**src/hw/rtl/bqc_pkg.sv**
```systemverilog
// bqc_pkg: shared types, constants and saturation helpers for the biquad cascade
// used by every file of the block; no dependencies
`default_nettype none

package bqc_pkg;

  localparam int SAMPLE_W  = 24;
  localparam int COEF_W    = 32;
  localparam int HIST_W    = 32;
  localparam int PROD_W    = 64;
  localparam int FRAC_W    = 28;
  localparam int RND_W     = PROD_W - FRAC_W;
  localparam int CFG_IDX_W = 5;
  localparam int CFG_DAT_W = 32;
  localparam int SAT_IN_W  = 40;

  localparam logic [CFG_IDX_W-1:0] REG_GAIN = CFG_IDX_W'(0);

  typedef enum logic [3:0] {
    ST_IDLE,
    ST_GAIN,
    ST_VSET,
    ST_RD,
    ST_H1,
    ST_H2,
    ST_M2,
    ST_WB,
    ST_VUP,
    ST_OUT
  } bqc_state_t;

  typedef enum logic [1:0] {
    COEF_GAIN,
    COEF_C1,
    COEF_C2
  } bqc_coef_t;

  typedef enum logic [1:0] {
    V_HOLD,
    V_GAIN,
    V_SEC
  } bqc_vop_t;

  typedef struct packed {
    logic      accept;
    logic      mul_en;
    bqc_coef_t coef_sel;
    bqc_vop_t  v_op;
    logic      rd_hi;
    logic      h1_ld;
    logic      h2_ld;
    logic      acc_en;
    logic      w_wr;
    logic      h2_wr;
    logic      sec_clr;
    logic      sec_inc;
    logic      out_ld;
  } bqc_cmd_t;

  typedef struct packed {
    logic sec_last;
    logic out_free;
  } bqc_stat_t;

  function automatic logic signed [HIST_W-1:0] sat32(input logic signed [SAT_IN_W-1:0] a);
    logic signed [HIST_W-1:0] r;
    if (a > 40'sd2147483647) begin
      r = 32'sh7fffffff;
    end else if (a < -40'sd2147483648) begin
      r = 32'sh80000000;
    end else begin
      r = a[HIST_W-1:0];
    end
    return r;
  endfunction

  function automatic logic signed [SAMPLE_W-1:0] sat24(input logic signed [SAT_IN_W-1:0] a);
    logic signed [SAMPLE_W-1:0] r;
    if (a > 40'sd8388607) begin
      r = 24'sh7fffff;
    end else if (a < -40'sd8388608) begin
      r = 24'sh800000;
    end else begin
      r = a[SAMPLE_W-1:0];
    end
    return r;
  endfunction

endpackage

`default_nettype wire

```
**src/hw/rtl/bqc_if.sv**
```systemverilog
// bqc_if: valid/ready channel interfaces for samples, results and register writes
// depends on bqc_pkg for field widths
`default_nettype none

interface bqc_in_if;
  logic                                 valid;
  logic                                 ready;
  logic signed [bqc_pkg::SAMPLE_W-1:0]  sample;
  logic                                 channel;
  modport source (output valid, output sample, output channel, input ready);
  modport sink   (input valid, input sample, input channel, output ready);
endinterface

interface bqc_out_if;
  logic                                 valid;
  logic                                 ready;
  logic signed [bqc_pkg::SAMPLE_W-1:0]  filtered;
  logic                                 out_channel;
  modport source (output valid, output filtered, output out_channel, input ready);
  modport sink   (input valid, input filtered, input out_channel, output ready);
endinterface

interface bqc_cfg_if;
  logic                               valid;
  logic                               ready;
  logic [bqc_pkg::CFG_IDX_W-1:0]      index;
  logic [bqc_pkg::CFG_DAT_W-1:0]      data;
  modport source (output valid, output index, output data, input ready);
  modport sink   (input valid, input index, input data, output ready);
endinterface

`default_nettype wire

```
**src/hw/rtl/bqc_regs.sv**
```systemverilog
// bqc_regs: configuration registers (gain, pole coefficients, mode bits)
// depends on bqc_pkg; feeds the multiplier coefficient for the current section
`default_nettype none

module bqc_regs #(
  parameter int SECTIONS = 2,
  localparam int SEC_W = (SECTIONS > 1) ? $clog2(SECTIONS) : 1
) (
  input  logic                                  clk,
  input  logic                                  rst,
  input  logic                                  wr_valid,
  output logic                                  wr_ready,
  input  logic [bqc_pkg::CFG_IDX_W-1:0]         wr_index,
  input  logic [bqc_pkg::CFG_DAT_W-1:0]         wr_data,
  input  logic [SEC_W-1:0]                      sec,
  input  bqc_pkg::bqc_coef_t                    coef_sel,
  output logic signed [bqc_pkg::COEF_W-1:0]     coef,
  output logic                                  highpass_mode,
  output logic                                  bypass
);
  import bqc_pkg::*;

  localparam logic [CFG_IDX_W-1:0] REG_HP     = CFG_IDX_W'(2 * SECTIONS + 1);
  localparam logic [CFG_IDX_W-1:0] REG_BYPASS = CFG_IDX_W'(2 * SECTIONS + 2);

  logic signed [COEF_W-1:0] gain;
  logic signed [COEF_W-1:0] pole [SECTIONS][2];

  assign wr_ready = 1'b1;

  always_ff @(posedge clk) begin
    if (rst) begin
      gain          <= '0;
      highpass_mode <= 1'b0;
      bypass        <= 1'b1;
      for (int s = 0; s < SECTIONS; s++) begin
        pole[s][0] <= '0;
        pole[s][1] <= '0;
      end
    end else if (wr_valid) begin
      if (wr_index == REG_GAIN) begin
        gain <= wr_data;
      end
      if (wr_index == REG_HP) begin
        highpass_mode <= wr_data[0];
      end
      if (wr_index == REG_BYPASS) begin
        bypass <= wr_data[0];
      end
      for (int s = 0; s < SECTIONS; s++) begin
        for (int j = 0; j < 2; j++) begin
          if (wr_index == CFG_IDX_W'(1 + 2 * s + j)) begin
            pole[s][j] <= wr_data;
          end
        end
      end
    end
  end

  always_comb begin
    case (coef_sel)
      COEF_GAIN: coef = gain;
      COEF_C1:   coef = pole[sec][0];
      COEF_C2:   coef = pole[sec][1];
      default:   coef = gain;
    endcase
  end

endmodule

`default_nettype wire

```
**src/hw/rtl/bqc_ctrl.sv**
```systemverilog
// bqc_ctrl: sequencer for one sample through gain and the section cascade, or straight to the output in bypass
// depends on bqc_pkg; drives the datapath by command struct
`default_nettype none

module bqc_ctrl (
  input  logic                 clk,
  input  logic                 rst,
  input  logic                 in_valid,
  output logic                 in_ready,
  input  logic                 bypass,
  input  bqc_pkg::bqc_stat_t   stat,
  output bqc_pkg::bqc_cmd_t    cmd
);
  import bqc_pkg::*;

  bqc_state_t state;
  bqc_state_t state_next;

  always_ff @(posedge clk) begin
    if (rst) begin
      state <= ST_IDLE;
    end else begin
      state <= state_next;
    end
  end

  always_comb begin
    state_next = state;
    case (state)
      ST_IDLE: begin
        if (in_valid) begin
          state_next = bypass ? ST_OUT : ST_GAIN;
        end
      end
      ST_GAIN: state_next = ST_VSET;
      ST_VSET: state_next = ST_H1;
      ST_RD:   state_next = ST_H1;
      ST_H1:   state_next = ST_H2;
      ST_H2:   state_next = ST_M2;
      ST_M2:   state_next = ST_WB;
      ST_WB:   state_next = ST_VUP;
      ST_VUP:  state_next = stat.sec_last ? ST_OUT : ST_RD;
      ST_OUT: begin
        if (stat.out_free) begin
          state_next = ST_IDLE;
        end
      end
      default: state_next = ST_IDLE;
    endcase
  end

  always_comb begin
    cmd          = '0;
    cmd.coef_sel = COEF_GAIN;
    cmd.v_op     = V_HOLD;
    in_ready     = 1'b0;
    case (state)
      ST_IDLE: begin
        in_ready   = 1'b1;
        cmd.accept = in_valid;
      end
      ST_GAIN: begin
        cmd.mul_en   = 1'b1;
        cmd.coef_sel = COEF_GAIN;
        cmd.sec_clr  = 1'b1;
      end
      // h1 read goes out here for the first section
      ST_VSET: begin
        cmd.v_op  = V_GAIN;
        cmd.rd_hi = 1'b0;
      end
      ST_RD: begin
        cmd.rd_hi = 1'b0;
      end
      ST_H1: begin
        cmd.h1_ld = 1'b1;
        cmd.rd_hi = 1'b1;
      end
      ST_H2: begin
        cmd.h2_ld    = 1'b1;
        cmd.mul_en   = 1'b1;
        cmd.coef_sel = COEF_C1;
      end
      ST_M2: begin
        cmd.acc_en   = 1'b1;
        cmd.mul_en   = 1'b1;
        cmd.coef_sel = COEF_C2;
      end
      ST_WB: begin
        cmd.w_wr = 1'b1;
      end
      ST_VUP: begin
        cmd.v_op    = V_SEC;
        cmd.h2_wr   = 1'b1;
        cmd.sec_inc = !stat.sec_last;
      end
      ST_OUT: begin
        cmd.out_ld = stat.out_free;
      end
      default: begin
        in_ready = 1'b0;
      end
    endcase
  end

endmodule

`default_nettype wire

```
**src/hw/rtl/bqc_dp.sv**
```systemverilog
// bqc_dp: shared multiplier, rounding, saturation, history memory and output register
// depends on bqc_pkg; commanded by bqc_ctrl, coefficients from bqc_regs
`default_nettype none

module bqc_dp #(
  parameter int SECTIONS = 2,
  parameter int CHANNELS = 2,
  localparam int SEC_W = (SECTIONS > 1) ? $clog2(SECTIONS) : 1
) (
  input  logic                                  clk,
  input  logic                                  rst,
  input  bqc_pkg::bqc_cmd_t                     cmd,
  output bqc_pkg::bqc_stat_t                    stat,
  input  logic signed [bqc_pkg::SAMPLE_W-1:0]   sample,
  input  logic                                  channel,
  input  logic signed [bqc_pkg::COEF_W-1:0]     coef,
  input  logic                                  highpass_mode,
  input  logic                                  bypass,
  output logic [SEC_W-1:0]                      sec,
  output logic                                  out_valid,
  input  logic                                  out_ready,
  output logic signed [bqc_pkg::SAMPLE_W-1:0]   filtered,
  output logic                                  out_channel
);
  import bqc_pkg::*;

  localparam int HIST_DEPTH = CHANNELS * SECTIONS * 2;
  localparam int HA_W       = $clog2(HIST_DEPTH);
  localparam int ACC_W      = RND_W + 1;
  localparam int W_W        = RND_W + 2;
  localparam int VS_W       = HIST_W + 3;
  localparam int HP_W       = HIST_W + 1;

  logic signed [SAMPLE_W-1:0] x;
  logic                       ch;
  logic signed [PROD_W-1:0]   prod;
  logic signed [HIST_W-1:0]   v;
  logic signed [ACC_W-1:0]    acc;
  logic signed [HIST_W-1:0]   h1;
  logic signed [HIST_W-1:0]   h2;
  logic signed [HIST_W-1:0]   w;
  logic signed [HIST_W-1:0]   rdata;

  logic signed [HIST_W-1:0]   hist [HIST_DEPTH];
  logic                       hvalid [HIST_DEPTH];

  logic signed [COEF_W-1:0]   mul_a;
  logic signed [PROD_W-1:0]   prod_rnd;
  logic signed [RND_W-1:0]    rnd;
  logic signed [ACC_W-1:0]    acc_next;
  logic signed [W_W-1:0]      w_full;
  logic signed [HIST_W-1:0]   w_next;
  logic signed [VS_W-1:0]     v_full;
  logic signed [HP_W-1:0]     hp_full;
  logic signed [SAMPLE_W-1:0] res;
  logic                       ch_eff;
  logic [HA_W-1:0]            base;
  logic [HA_W-1:0]            raddr;
  logic [HA_W-1:0]            waddr;
  logic signed [HIST_W-1:0]   wdata;
  logic                       wen;

  assign stat.sec_last = (sec == SEC_W'(SECTIONS - 1));
  assign stat.out_free = !out_valid || out_ready;

  // history layout: channel-major, then section, then h1/h2
  assign ch_eff = (CHANNELS > 1) ? ch : 1'b0;
  assign base   = HA_W'((int'(ch_eff) * SECTIONS + int'(sec)) * 2);
  assign raddr  = base + HA_W'(cmd.rd_hi);
  assign waddr  = cmd.h2_wr ? base + HA_W'(1) : base;
  assign wdata  = cmd.h2_wr ? h1 : w_next;
  assign wen    = cmd.w_wr || cmd.h2_wr;

  always_comb begin
    case (cmd.coef_sel)
      COEF_GAIN: mul_a = COEF_W'(x);
      COEF_C1:   mul_a = h1;
      COEF_C2:   mul_a = h2;
      default:   mul_a = COEF_W'(x);
    endcase
  end

  // round half up, then drop the 28 fraction bits
  assign prod_rnd = prod + (PROD_W'(1) <<< (FRAC_W - 1));
  assign rnd      = prod_rnd[PROD_W-1:FRAC_W];
  assign acc_next = ACC_W'(v) - ACC_W'(rnd);
  assign w_full   = W_W'(acc) - W_W'(rnd);
  assign w_next   = sat32(SAT_IN_W'(w_full));
  assign v_full   = VS_W'(w) + (VS_W'(h1) <<< 1) + VS_W'(h2);
  assign hp_full  = HP_W'(x) - HP_W'(v);

  always_comb begin
    if (bypass) begin
      res = x;
    end else if (highpass_mode) begin
      res = sat24(SAT_IN_W'(hp_full));
    end else begin
      res = sat24(SAT_IN_W'(v));
    end
  end

  always_ff @(posedge clk) begin
    if (cmd.accept) begin
      x  <= sample;
      ch <= channel;
    end
    if (cmd.mul_en) begin
      prod <= mul_a * coef;
    end
    case (cmd.v_op)
      V_GAIN:  v <= sat32(SAT_IN_W'(rnd));
      V_SEC:   v <= sat32(SAT_IN_W'(v_full));
      default: v <= v;
    endcase
    if (cmd.acc_en) begin
      acc <= acc_next;
    end
    if (cmd.w_wr) begin
      w <= w_next;
    end
    if (cmd.h1_ld) begin
      h1 <= rdata;
    end
    if (cmd.h2_ld) begin
      h2 <= rdata;
    end
    if (cmd.sec_clr) begin
      sec <= '0;
    end else if (cmd.sec_inc) begin
      sec <= sec + SEC_W'(1);
    end
    if (cmd.out_ld) begin
      filtered    <= res;
      out_channel <= ch;
    end
  end

  // history memory; entries never written read as zero
  always_ff @(posedge clk) begin
    if (wen) begin
      hist[waddr] <= wdata;
    end
    rdata <= hvalid[raddr] ? hist[raddr] : '0;
  end

  always_ff @(posedge clk) begin
    if (rst) begin
      for (int i = 0; i < HIST_DEPTH; i++) begin
        hvalid[i] <= 1'b0;
      end
    end else if (wen) begin
      hvalid[waddr] <= 1'b1;
    end
  end

  always_ff @(posedge clk) begin
    if (rst) begin
      out_valid <= 1'b0;
    end else if (cmd.out_ld) begin
      out_valid <= 1'b1;
    end else if (out_ready) begin
      out_valid <= 1'b0;
    end
  end

endmodule

`default_nettype wire

```
**src/hw/rtl/biquad_cascade_lowpass_highpass.sv**
```systemverilog
// biquad_cascade_lowpass_highpass: top level of the cascaded biquad low/highpass filter
// depends on bqc_pkg, bqc_if, bqc_regs, bqc_ctrl, bqc_dp
//
//   channel   dir   beat carries
//   samples   in    sample (Q1.23), channel
//   results   out   filtered (Q1.23), out_channel
//   cfg       in    index, data (register write)
//
// filtered item: gain, then per section h1/h2 read, two pole products, write-back and
// v update, then result load; one sample at a time, set by the one shared 32x32
// multiplier and single history write port. bypass item: accept, then result load.
// reset clears the sequencer, the registers and the history valid bits; no sweep.
// a result waits in the output register; the next sample is taken meanwhile and
// the sequencer holds at the end until that register frees up.
`default_nettype none

module biquad_cascade_lowpass_highpass #(
  parameter int SECTIONS = 2,
  parameter int CHANNELS = 2
) (
  input  logic              clk,
  input  logic              rst,
  bqc_in_if.sink            samples,
  bqc_out_if.source         results,
  bqc_cfg_if.sink           cfg
);
  import bqc_pkg::*;

  localparam int SEC_W = (SECTIONS > 1) ? $clog2(SECTIONS) : 1;

  bqc_cmd_t                 cmd;
  bqc_stat_t                stat;
  logic [SEC_W-1:0]         sec;
  logic signed [COEF_W-1:0] coef;
  logic                     highpass_mode;
  logic                     bypass;

  bqc_regs #(.SECTIONS(SECTIONS)) u_regs (
    .clk          (clk),
    .rst          (rst),
    .wr_valid     (cfg.valid),
    .wr_ready     (cfg.ready),
    .wr_index     (cfg.index),
    .wr_data      (cfg.data),
    .sec          (sec),
    .coef_sel     (cmd.coef_sel),
    .coef         (coef),
    .highpass_mode(highpass_mode),
    .bypass       (bypass)
  );

  bqc_ctrl u_ctrl (
    .clk     (clk),
    .rst     (rst),
    .in_valid(samples.valid),
    .in_ready(samples.ready),
    .bypass  (bypass),
    .stat    (stat),
    .cmd     (cmd)
  );

  bqc_dp #(.SECTIONS(SECTIONS), .CHANNELS(CHANNELS)) u_dp (
    .clk          (clk),
    .rst          (rst),
    .cmd          (cmd),
    .stat         (stat),
    .sample       (samples.sample),
    .channel      (samples.channel),
    .coef         (coef),
    .highpass_mode(highpass_mode),
    .bypass       (bypass),
    .sec          (sec),
    .out_valid    (results.valid),
    .out_ready    (results.ready),
    .filtered     (results.filtered),
    .out_channel  (results.out_channel)
  );

endmodule

`default_nettype wire

```
**src/flat_wrapper.sv**
```systemverilog
// flat-port wrapper written by rule: the top's interface ports become plain ports
module biquad_cascade_lowpass_highpass_flat import bqc_pkg::*;
#(
  parameter int SECTIONS = 2,
  parameter int CHANNELS = 2
)
  (clk, rst, samples_valid, samples_sample, samples_channel, samples_ready, results_valid, results_filtered, results_out_channel, results_ready, cfg_valid, cfg_index, cfg_data, cfg_ready);
  bqc_in_if samples_i ();
  bqc_out_if results_i ();
  bqc_cfg_if cfg_i ();
  input  logic clk;
  input  logic rst;
  input wire logic [$bits(samples_i.valid)-1:0] samples_valid;
  input wire logic [$bits(samples_i.sample)-1:0] samples_sample;
  input wire logic [$bits(samples_i.channel)-1:0] samples_channel;
  output wire logic [$bits(samples_i.ready)-1:0] samples_ready;
  output wire logic [$bits(results_i.valid)-1:0] results_valid;
  output wire logic [$bits(results_i.filtered)-1:0] results_filtered;
  output wire logic [$bits(results_i.out_channel)-1:0] results_out_channel;
  input wire logic [$bits(results_i.ready)-1:0] results_ready;
  input wire logic [$bits(cfg_i.valid)-1:0] cfg_valid;
  input wire logic [$bits(cfg_i.index)-1:0] cfg_index;
  input wire logic [$bits(cfg_i.data)-1:0] cfg_data;
  output wire logic [$bits(cfg_i.ready)-1:0] cfg_ready;
  assign samples_i.valid = samples_valid;
  assign samples_i.sample = samples_sample;
  assign samples_i.channel = samples_channel;
  assign samples_ready = samples_i.ready;
  assign results_valid = results_i.valid;
  assign results_filtered = results_i.filtered;
  assign results_out_channel = results_i.out_channel;
  assign results_i.ready = results_ready;
  assign cfg_i.valid = cfg_valid;
  assign cfg_i.index = cfg_index;
  assign cfg_i.data = cfg_data;
  assign cfg_ready = cfg_i.ready;
  biquad_cascade_lowpass_highpass #(.SECTIONS(SECTIONS), .CHANNELS(CHANNELS)) u_core (.clk(clk), .rst(rst), .samples(samples_i), .results(results_i), .cfg(cfg_i));
endmodule
```
**config.mk**
```make
export PLATFORM = sky130hd
export DESIGN_NAME = biquad_cascade_lowpass_highpass_flat
export DESIGN_NICKNAME = d
export VERILOG_FILES = /design/src/hw/rtl/bqc_pkg.sv /design/src/hw/rtl/bqc_if.sv /design/src/hw/rtl/bqc_regs.sv /design/src/hw/rtl/bqc_ctrl.sv /design/src/hw/rtl/bqc_dp.sv /design/src/hw/rtl/biquad_cascade_lowpass_highpass.sv /design/src/flat_wrapper.sv
export SDC_FILE = /design/constraint.sdc
export NUM_CORES = 2
export LEC_CHECK = 0
export ABC_AREA = 1
export BUFFER_PORTS_ARGS = -buffer_cell sky130_fd_sc_hd__clkbuf_2
export CAP_MARGIN = 20
export CORE_MARGIN = 2
export CORE_UTILIZATION = 40
export DETAILED_ROUTE_END_ITERATION = 8
export PLACE_DENSITY = 0.65
export SLEW_MARGIN = 20
export SYNTH_ARGS = -nofsm -noshare
export SYNTH_HDL_FRONTEND = slang
export SYNTH_HIERARCHICAL = 1
export SYNTH_SLANG_ARGS = --single-unit
export TNS_END_PERCENT = 1
```
**constraint.sdc**
```tcl
create_clock -name clk -period 23 [get_ports clk]
set_clock_uncertainty 0.05 [all_clocks]
set_input_delay 2.3 -clock clk [delete_from_list [all_inputs] [get_ports clk]]
set_output_delay 2.3 -clock clk [all_outputs]
set_load 0.01 [all_outputs]
```
==> results.sh <==
export IMPL_status="completed"
export IMPL_clk_path_buf_depth=3
export IMPL_yosysMostFrequentCell="nand2_1"
export IMPL_routabilityCongestion=1.01
export IMPL_critPathMostFrequentCell="inv_1"
export IMPL_crit_cells=37
export IMPL_core_mm2=0.188
export IMPL_ys_seq_area_share_pct=27.3
export IMPL_period_share_pct=53.0
export IMPL_crit_path_end_kind="flip-flop"
export IMPL_avgSynthCellArea_um2=8.61
export IMPL_fin_tns_setup_ns=0
export IMPL_setup_violations=0
export IMPL_ys_flop_type="edfxtp_1"
export IMPL_rows=159
export IMPL_grt_usage_pct=26.6
export IMPL_synth_seq_cells=716
export IMPL_synth_area_leader_cell="fa_1"
export IMPL_netlist_area_mm2=0.0758
export IMPL_ant_nets=0
export IMPL_clk_insertion_delay_late_ns=0.74
export IMPL_via_count=60000
export IMPL_r2r_cells=37
export IMPL_ys_top_cells_by_area="fa_1 (30%), edfxtp_1 (25%), nand2_1 (9.3%), inv_1 (8.4%), nor2_1 (6.8%)"
export IMPL_num_nets_final=10300
export IMPL_htree_levels=3
export IMPL_path_buf_inv=14
export IMPL_multi_input_area_mm2=0.0474
export IMPL_min_delay_start="u_core/u_dp/rdata[7]"
export IMPL_maxCapViolations=0
export IMPL_synthTopCellsByCount="nand2_1 (1,888), inv_1 (1,696), nor2_1 (1,365)"
export IMPL_critPathLaunchType="flip-flop"
export IMPL_die_h_um=439
export IMPL_critPathRequiredTime_ns=23.35
export IMPL_power_density_mw_per_mm2=86.4
export IMPL_hold_depth=0
export IMPL_crit_type="flip-flop to flip-flop"
export IMPL_cts_buffers=80
export IMPL_rsz0062_at_grt="no"
export IMPL_overflow=0
export IMPL_rr_startpoint="u_core/u_ctrl/state[2]"
export IMPL_power_uw=7050
export IMPL_holdCritPathClass="flip-flop to flip-flop"
export IMPL_met2WireLength_mm=115
export IMPL_die_area_mm2=0.193
export IMPL_max_slew_margin_pct=21.7
export IMPL_root_buffer="clkbuf_16"
export IMPL_fp_dieW_um=439
export IMPL_wl_per_cell_um=22.6
export IMPL_firstDrtPassIters=6
export IMPL_area_delta_synth_final_pct=7.60
export IMPL_synth_warnings=6
export IMPL_critPathMaxFanout=37
export IMPL_crit_path_start="u_core/u_ctrl/state[2]"
export IMPL_via_per_inst=5.29
export IMPL_period_minus_slack_ns=12.18
export IMPL_grt_start_max_net_pins=106
export IMPL_routed_top_layer="met5"
export IMPL_grt_pass1_vias=61900
export IMPL_antenna_found_initial=7
export IMPL_syn_nets=10300
export IMPL_portBuffers=93
export IMPL_async_reset_ff_share_pct=0
export IMPL_cts_sinks=716
export IMPL_yosysTopAreaCellShare_pct=29.5
export IMPL_syn_inst=8806
export IMPL_dp_hpwl_mm=201
export IMPL_ys_types=65
export IMPL_grt_pass1_wl_mm=385
export IMPL_cts_resized_gates=0
export IMPL_ctsHoldBuffers=0
export IMPL_wl_met3_mm=23.5
export IMPL_drt_iter0_drc=5508
export IMPL_worstMarginPinSlew_ns=1.17
export IMPL_leakage_uw=0.0385
export IMPL_crit_family="adder cells"
export IMPL_cts_clk_slew_worst_paths_ns=0.07
export IMPL_critical_path_slowest_cell="clkinv_1"
export IMPL_start_util_pct=40.3
export IMPL_crit_path_max_incr_delay_ns=0.76
export IMPL_slew_viol_final=0
export IMPL_routed_wl_mm=256
export IMPL_vdd_ir_drop_max_v=0.0000671
export IMPL_seq_area_mm2=0.0207
export IMPL_wl_met1_mm=102
export IMPL_cts_tree="built"
export IMPL_drc_errors=0
export IMPL_synth_edff_count=636
export IMPL_hold_violations=0
export IMPL_fmax_mhz=82.1
export IMPL_boundaryPins=95
export IMPL_crit_arrival_ns=12.53
export IMPL_drive_above_1_share_pct=5.61
export IMPL_postCtsSetupBuffers=0
export IMPL_nFillCells=18500
path summary, 6_finish.rpt:
check,slack [ns],endpoint
worst min register to register,0.38,u_core/u_dp/h1[7]
worst max-delay path,10.82,u_core/u_dp/prod[38]
worst min-delay path,0.38,u_core/u_dp/h1[7]
worst max register to register,10.82,u_core/u_dp/prod[38]
final cells by class:
class                   instances  area share, %
clock buffers                 115           2.71
clock inverters                32          0.480
well taps                    2495           3.83
multi-input cells            6055           58.1
flip-flops and latches        716           25.4
diodes                          1        0.00307
inverters                    1732           7.97
repair buffers                198           1.55
cell usage in the layout (no fill, tap or decap), drive strengths merged, types with 3 or more instances in the layout:
| cell | netlist | layout |
|---|---|---|
| o211ai | 3 | 3 |
| dfxtp | 80 | 80 |
| o31ai | 4 | 4 |
| buf | 65 | 105 |
| a221o | 30 | 30 |
| xnor2 | 53 | 53 |
| nand3b | 5 | 5 |
| a211oi | 4 | 4 |
| nor3 | 50 | 50 |
| a31oi | 28 | 28 |
| ha | 324 | 324 |
| and3 | 4 | 4 |
| o21a | 14 | 14 |
| o221ai | 5 | 5 |
| nor4 | 22 | 22 |
| edfxtp | 636 | 636 |
| clkinv | 19 | 44 |
| clkinvlp | 0 | 3 |
| clkbuf | 238 | 208 |
| xor2 | 134 | 134 |
| o21bai | 23 | 23 |
| a21boi | 10 | 10 |
| nor2 | 1384 | 1384 |
| nand4 | 44 | 44 |
| and2 | 8 | 8 |
| nand3 | 196 | 196 |
| a21oi | 288 | 288 |
| a41oi | 33 | 33 |
| fa | 1118 | 1118 |
| inv | 1713 | 1716 |
| a21o | 18 | 18 |
| o21ai | 252 | 252 |
| nand2 | 1936 | 1936 |
| or2 | 54 | 54 |
sequential cells by signal, indices dropped and copies added, names as in the netlist, 32 cells and up:
signal,count
u_core/u_dp/w,32
u_core/u_dp/rdata,32
u_core/u_regs/pole,128
u_core/u_dp/v,32
u_core/u_dp/h1,32
u_core/u_dp/h2,32
u_core/u_dp/prod,37
u_core/u_regs/gain,32
u_core/u_dp/hist,256
u_core/u_dp/acc,37
cell families (layout without fill, tap and decap cells):
logic type	after synthesis	after routing	synth area share, %
other cells	1	2	0.00495
fa+ha+maj	1442	1442	34.9
compound gates	720	720	5.65
buf+inv	2035	2077	10.4
simple gates	3705	3705	19.6
xor+xnor	187	187	2.17
flops	716	716	27.3
per-layer routing:
| metal | track usage, % | up-vias |
|---|---|---|
| met5 | 0 | - |
| met4 | 13.0 | 8 |
| met3 | 5.71 | 578 |
| met2 | 42.3 | 2755 |
| met1 | 34.5 | 29900 |
| li1 | - | 26800 |
worst register-to-register path, delay by kind of cell, from the launching register on:
kind	cells	cell delay, ns
buffers and inverters	14	2.93
and+or+nand+nor	9	2.45
AOI/OAI and AO/OA	3	1.07
DFF	1	0.42
adders and majority gates	10	4.48
xor gates and xnor gates	1	0.50
stage by stage:
step           instance area [um2]  worst slack [ns]  cells  hold WS, ns  utilization, %
6_report                     81600             10.82  11300        0.384            43.4
5_1_grt                      81600             10.48  11300        0.393            43.4
4_1_cts                      81600             11.04  11300        0.387            43.4
3_5_place_dp                 79000             11.08  11200        0.370            42.0
3_3_place_gp                 78900             10.36  11200        0.361            42.0
2_1_floorplan                75800             12.72   8806        0.354               -
report_power, final:
part | leakage (uW) | switching, uW | internal (uW) | total [uW]
Combinational | 0.0308 | 2760 | 1010 | 3780
Sequential | 0.00648 | 140 | 1860 | 2000
Clock | 0.00125 | 571 | 697 | 1270
Total | 0.0385 | 3480 | 3570 | 7050
Note: power is estimated with default switching activity, not from simulation.
